## src/design/tlbpt_pkg.sv

```systemverilog
package tlbpt_pkg;

  typedef enum logic [1:0] {
    OUT_HIT   = 2'd0,
    OUT_MISS  = 2'd1,
    OUT_FILL  = 2'd2,
    OUT_ERROR = 2'd3
  } outcome_t;

  typedef enum logic [1:0] {
    REG_ENTRIES = 2'd0,
    REG_PAGE    = 2'd1,
    REG_MODE    = 2'd2,
    REG_NONE    = 2'd3
  } reg_index_t;

  localparam logic ACT_TRANSLATE = 1'b0;
  localparam logic ACT_FILL      = 1'b1;

  typedef enum logic [3:0] {
    ST_IDLE,
    ST_DIV,
    ST_SEARCH,
    ST_PROMOTE,
    ST_FIND_EMPTY,
    ST_SHIFT,
    ST_MUL,
    ST_MUL_ADD,
    ST_OUT
  } state_t;

endpackage

```

## src/design/tlbpt_divider.sv

```systemverilog
module tlbpt_divider
  import tlbpt_pkg::*;
(
  input  logic        clk,
  input  logic        rst,
  input  logic        start,
  input  logic [31:0] dividend,
  input  logic [31:0] divisor,
  output logic        busy,
  output logic        done,
  output logic [31:0] quotient,
  output logic [31:0] remainder
);

  logic [5:0]  count;
  logic [32:0] rem_trial;

  // One quotient bit per cycle, restoring division.
  assign rem_trial = {remainder, quotient[31]} - {1'b0, divisor};

  always_ff @(posedge clk) begin
    if (rst) begin
      busy  <= 1'b0;
      done  <= 1'b0;
      count <= '0;
    end else begin
      done <= busy && !start && (count == 6'd1);
      if (start) begin
        busy      <= 1'b1;
        count     <= 6'd32;
        quotient  <= dividend;
        remainder <= '0;
      end else if (busy) begin
        if (rem_trial[32]) begin
          remainder <= {remainder[30:0], quotient[31]};
          quotient  <= {quotient[30:0], 1'b0};
        end else begin
          remainder <= rem_trial[31:0];
          quotient  <= {quotient[30:0], 1'b1};
        end
        count <= count - 6'd1;
        if (count == 6'd1) begin
          busy <= 1'b0;
        end
      end
    end
  end

`ifndef SYNTHESIS
  a_done_once: assert property (@(posedge clk) disable iff (rst) done |=> !done)
    else $error("divider done held longer than one cycle");
  a_busy_count: assert property (@(posedge clk) disable iff (rst)
    busy |-> count != 6'd0)
    else $error("divider busy with zero count");
  a_done_end: assert property (@(posedge clk) disable iff (rst) done |-> !busy)
    else $error("divider done while still busy");
`endif

endmodule

```

## config.mk

```make
export PLATFORM = sky130hd
export DESIGN_NAME = tlbpt_divider
export DESIGN_NICKNAME = d
export VERILOG_FILES = /design/src/design/tlbpt_pkg.sv /design/src/design/tlbpt_divider.sv
export SDC_FILE = /design/constraint.sdc
export NUM_CORES = 1
export LEC_CHECK = 0
export ABC_AREA = 1
export BUFFER_PORTS_ARGS = -buffer_cell sky130_fd_sc_hd__buf_2
export CAP_MARGIN = 20
export CORE_MARGIN = 1.5
export CORE_UTILIZATION = 40
export CTS_CLUSTER_SIZE = 16
export DETAILED_ROUTE_END_ITERATION = 8
export GPL_TIMING_DRIVEN = 0
export PLACE_DENSITY = 0.71
export SETUP_SLACK_MARGIN = 0.05
export SYNTH_ARGS = -nofsm -noshare
export SYNTH_HDL_FRONTEND = slang
export SYNTH_SLANG_ARGS = --single-unit
```

## constraint.sdc

```tcl
create_clock -name clk -period 5.9 [get_ports clk]
set_input_delay 1.18 -clock clk [delete_from_list [all_inputs] [get_ports clk]]
set_output_delay 1.18 -clock clk [all_outputs]
set_load 0.03 [all_outputs]
```

# After elaboration in Yosys (flattened, before gate mapping)
# Cells that the tools add are included.
classes:
  add_sub_neg: 2
  n_bitwise: 1
  n_eq_ne: 1
  muxes: 10
  n_reduce_logical: 6
op_table:
  columns: ["op", "n"]
  rows:
  - ["32-bit 2-to-1 mux", 4]
  - ["33-bit by 32-bit subtractor with 33-bit output", 1]
  - ["6-bit 2-to-1 mux", 2]
  - ["6-bit by 1-bit equality test with 1-bit output (second input constant)", 1]
  - ["6-bit by 1-bit subtractor with 6-bit output (second input constant)", 1]
  - ["1-bit 2-to-1 mux", 4]
  - ["1-bit logical AND", 2]
  - ["2-bit AND reduction", 1]
  - ["2-bit nonzero test", 1]
  - ["2-bit OR reduction", 1]
  - ["1-bit zero test", 1]
  - ["1-bit inverter", 1]
word_totals:
  elab_cells: 26
  reg_bits: 72
  output_inout_bits: 66
  inputBits: 67

# Logic depth before layout (Yosys ltp)
logic_depth:
  ltp_word: 4
  mapped_depth: 18
  depth_no_buf: 17

# Worst setup path after synthesis
# No wires, ideal clock.
synth_timing:
  path_kind: "input to register"
  from: "in start"
  to: "reg quotient[0], enable pin"
  stages: 3
  arrival_ns: 4.639
  required_time_ns: 5.391
  path_buffers: 1
  slack_ns: 0.753
  setup_time_ns: 0.509
  path_cell_list: "clkbuf_1 inv_1 a21oi_1"
synth_via:
  elab_chain_len: 2
synth_rtl:
  columns: ["element", "line_no", "rtl"]
  rows:
  - ["start: declaration", "tlbpt_divider.sv:6", "input logic start,"]
  - ["2-bit nonzero test (no source line)", null, null]
  - ["2-bit AND reduction (no source line)", null, null]
  - ["end signal: assignment", "tlbpt_divider.sv:31", "quotient <= dividend;"]
  - ["end signal: assignment", "tlbpt_divider.sv:36", "quotient <= {quotient[30:0], 1'b0};"]
  - ["end signal: assignment", "tlbpt_divider.sv:39", "quotient <= {quotient[30:0], 1'b1};"]
  - ["end: declaration", "tlbpt_divider.sv:11", "output logic [31:0] quotient,"]
# Every way passes these cells.
# A chain may end at the register's enable or synchronous reset.

# Worst setup path in the final report
layout_timing:
  from: "in divisor[0]"
  to: "reg remainder[20] (data pin)"
layout_via:
  elab_chain_len: 3
layout_rtl:
  columns: ["element", "line_no", "rtl"]
  rows:
  - ["start: declaration", "tlbpt_divider.sv:8", "input logic [31:0] divisor,"]
  - ["33-bit by 32-bit subtractor with 33-bit output", "tlbpt_divider.sv:19", "assign rem_trial = {remainder, quotient[31]} - {1'b0, divisor};"]
  - ["32-bit 2-to-1 mux", "tlbpt_divider.sv:34", "if (rem_trial[32]) begin"]
  - ["32-bit 2-to-1 mux", "tlbpt_divider.sv:33", "end else if (busy) begin"]
  - ["end signal: assignment", "tlbpt_divider.sv:35", "remainder <= {remainder[30:0], quotient[31]};"]
  - ["end signal: assignment", "tlbpt_divider.sv:38", "remainder <= rem_trial[31:0];"]
  - ["end: declaration", "tlbpt_divider.sv:12", "output logic [31:0] remainder"]
# Every way passes these cells. The select of a mux whose other input is x is not followed.

==> metrics.cfg <==
[status]
status = finished, violations left
failed_checks = design-rule violations

[pwr]
power.leakage_nw = 4.18
power_frac_comb_pct = 38.0
internal_power_mw = 1.16
seqPwrFrac_pct = 33.8
p_switching_mw = 0.760
ir_worst_vdd_mv = 0.143
clkPwrFrac_pct = 28.2
p_sw_share_pct = 39.6
power_density_nw_per_um2 = 263

[die]
coreArea_sq_um = 14600
ioPinCount = 133
die-area_sq_um = 15900
dieHeight_um = 126
initial_core_util_pct = 41.4
die_w_um = 126
num_rows = 44

[worst_setup_path]
worstPathRequired_ns = 6.01
r2r_cells = 18
cp_max_fo = 10
end_kind = flop
crit_arrival_ns = 3.26
r2r_end = remainder[20]
cp-start-kind = input pin
reg2reg_from = quotient[31]
reg2reg_slack_ns = 3.28
crit_type = in2reg

[synthesis]
syn_avg_cell_area_sq_um = 6.42
netlist_top_cells_count = nand2_1, inv_1, nor2_1
netlist_instances = 943
synth_top_area_share_pct = 31.7
synthAdderAreaFrac_pct = 7.35
synthTopCellsByArea = edfxtp_1, nand2_1, inv_1
syn_nets = 1045
yosysMostFrequentCell = nand2_1
async_reset_ff_share_pct = 0
synth_compound_area_share_pct = 3.10
synth_xor_area_share_pct = 2.31
synth_edf_count = 64
syn_area_sq_um = 6060
yosys_warnings = 0
muxShareOfSynthArea_pct = 0
synth_largest_area_cell = edfxtp_1
ys_seq_area_share_pct = 34.4
ys_ff_latch = 72
synth_top_family_by_area = simple AND/OR/NAND/NOR gates
synth-simple-area-share_pct = 40.2
synth_flop_cell = edfxtp_1
ys_types = 34

[timing]
slew_headroom_pct = 46.1
rsz0062_at_grt = false
hold_viol_final = 0
whs_ns = 0.493
min_period_ns = 3.15
fin_crit_sh_pct = 53.3
finalMaxSlewViolations = 0
max_freq_mhz = 318
setup_tns_ns = 0
worstMarginPinSlew_ns = 0.807
fin_skew_ns = 0.00843
setup_viol = 0

[clock_tree]
cts_hold_buffers = 0
tritoncts = yes
path_clk_slew_ns = 0.07
h-tree-depth = 3
cts_resized = 0
cts_buffers = 9
numClockSinks = 72
clock_tree.buffer_depth = 2
cts_root_buf = clkbuf_16
clk-insertion-delay-late_ns = 0.35
cts_setup_buffers = 0

[placement]
dp.cells = 1260
port_buffers = 131
hpwlAfterDp_um = 12900
gp_congestion = 0.937
dpl_cell_area_sq_um = 7010

[detailed_routing]
routed_via_density = 4.61
wl_met2_um = 7140
drtIter0Drc = 295
dr.pass1.iters = 9
drc = 2
wl_met3_um = 1050
highest_layer = met4
avgRoutedWirePerCell_um = 12.3
num_vias = 5892
routed_wl_um = 15800
antenna_left = 0
drt-met1-wl_um = 7230

[global_route]
track_usage_pct = 20.6
grt_pass1_vias = 5612
grt_overflow = 0
grt_pass1_wl_um = 26300
antenna_found_initial = 1
grt_max_degree = 27

[hold_path]
min_path_cells = 2
hp-class = reg2reg
worstHoldStart = count[0]
holdPathEnd = count[0]

[cells_and_area]
final_util_pct = 49.8
drive_above_1_share_pct = 16.5
finalNonFillerCells = 1277
design_area_sq_um = 7300
syn_to_final_growth_pct = 20.5
final_nets = 1189

[run]
max-cap-violations = 0

how the worst max path moves through the flow:
stage / start / endpoint / slack (ns) / cells past startpoint
after floorplan: start / quotient[0] / 0.75 / 3
after global placement: start / remainder[21] / -0.98 / 3
after detailed placement: divisor[0] / remainder[20] / 2.38 / 18
after CTS: divisor[0] / remainder[20] / 2.75 / 18
after global routing: divisor[0] / remainder[20] / 2.55 / 18
final: divisor[0] / remainder[20] / 2.75 / 18
critical path: stages:
cell and delay (ns):
buf_2 0.10, ha_1 0.23, fa_1 0.41, inv_1 0.11
nand2_1 0.05, nand2_1 0.12, nand3_2 0.09, nand2_2 0.11
nand2_1 0.07, nand2_2 0.11, nand2_4 0.09, nand2_4 0.08
nand2_2 0.06, nand2_4 0.10, buf_6 0.17, nand2_1 0.06
nand2_1 0.06, nor2_1 0.05
sequential cells by signal, summed over array words and instances (netlist names):
signal	cells
quotient	32
count	6
busy	1
done	1
remainder	32
area by class of cell:
| type | instances | area (sq um) |
|---|---|---|
| fillers | 1544 | 7350 |
| multi-input cells | 677 | 3220 |
| flip-flops and latches | 72 | 2080 |
| repair buffers | 133 | 711 |
| inverters | 178 | 668 |
| well taps | 184 | 230 |
| clock buffers | 9 | 225 |
| plain buffers | 16 | 97.6 |
| clock inverters | 7 | 60.1 |
| diodes | 1 | 2.50 |
layer usage:
layer	vias up	global-route usage, %
li1	3139	-
met1	2585	25.8
met2	146	34.8
met3	22	4.63
met4	0	7.71
met5	-	0
logic make-up (layout without fill, tap and decap cells):
family,Yosys count,after routing
AND/OR/NAND/NOR,595,595
buffers and inverters,194,343
flip-flops,72,72
adder cells (fa/ha/maj),35,35
AO/OA/AOI/OAI,31,31
XOR/XNOR,16,16
other,0,1
power by group through the flow:
stage / clock network, mW / logic [mW] / registers [mW]
6_report: 0.541 / 0.727 / 0.648
5_1_grt: 0.568 / 0.823 / 0.654
4_1_cts: 0.552 / 0.731 / 0.648
3_5_place_dp: 0 / 0.728 / 0.658
3_3_place_gp: 0 / 0.710 / 0.663
2_1_floorplan: 0 / 0.457 / 0.736
per-stage QoR:
| stage | power [mW] | worst slack (ns) |
|---|---|---|
| finish | 1.92 | 2.75 |
| global route | 2.05 | 2.55 |
| CTS | 1.93 | 2.75 |
| detailed placement | 1.39 | 2.38 |
| global placement | 1.37 | -0.975 |
| floorplan | 1.19 | 0.753 |
cell usage in the layout, fill, tap and decap left out, types with 2 or more instances in the layout:
master,n
edfxtp_1,64
inv_2,2
nand2_4,4
a21oi_4,2
nand4_1,6
ha_1,34
nor2_1,108
o21bai_1,3
clkbuf_1,9
buf_6,5
a21oi_1,21
dfxtp_1,8
nand2_1,416
xor2_1,15
nor2_2,4
clkinvlp_4,3
nand3_2,2
nor3_1,8
buf_16,2
a21o_1,2
clkbuf_16,9
nand3b_1,9
buf_2,131
buf_1,2
inv_1,176
inv_6,3
nand2_2,7
nand3_1,25
Power figures use the tool's default switching activity.
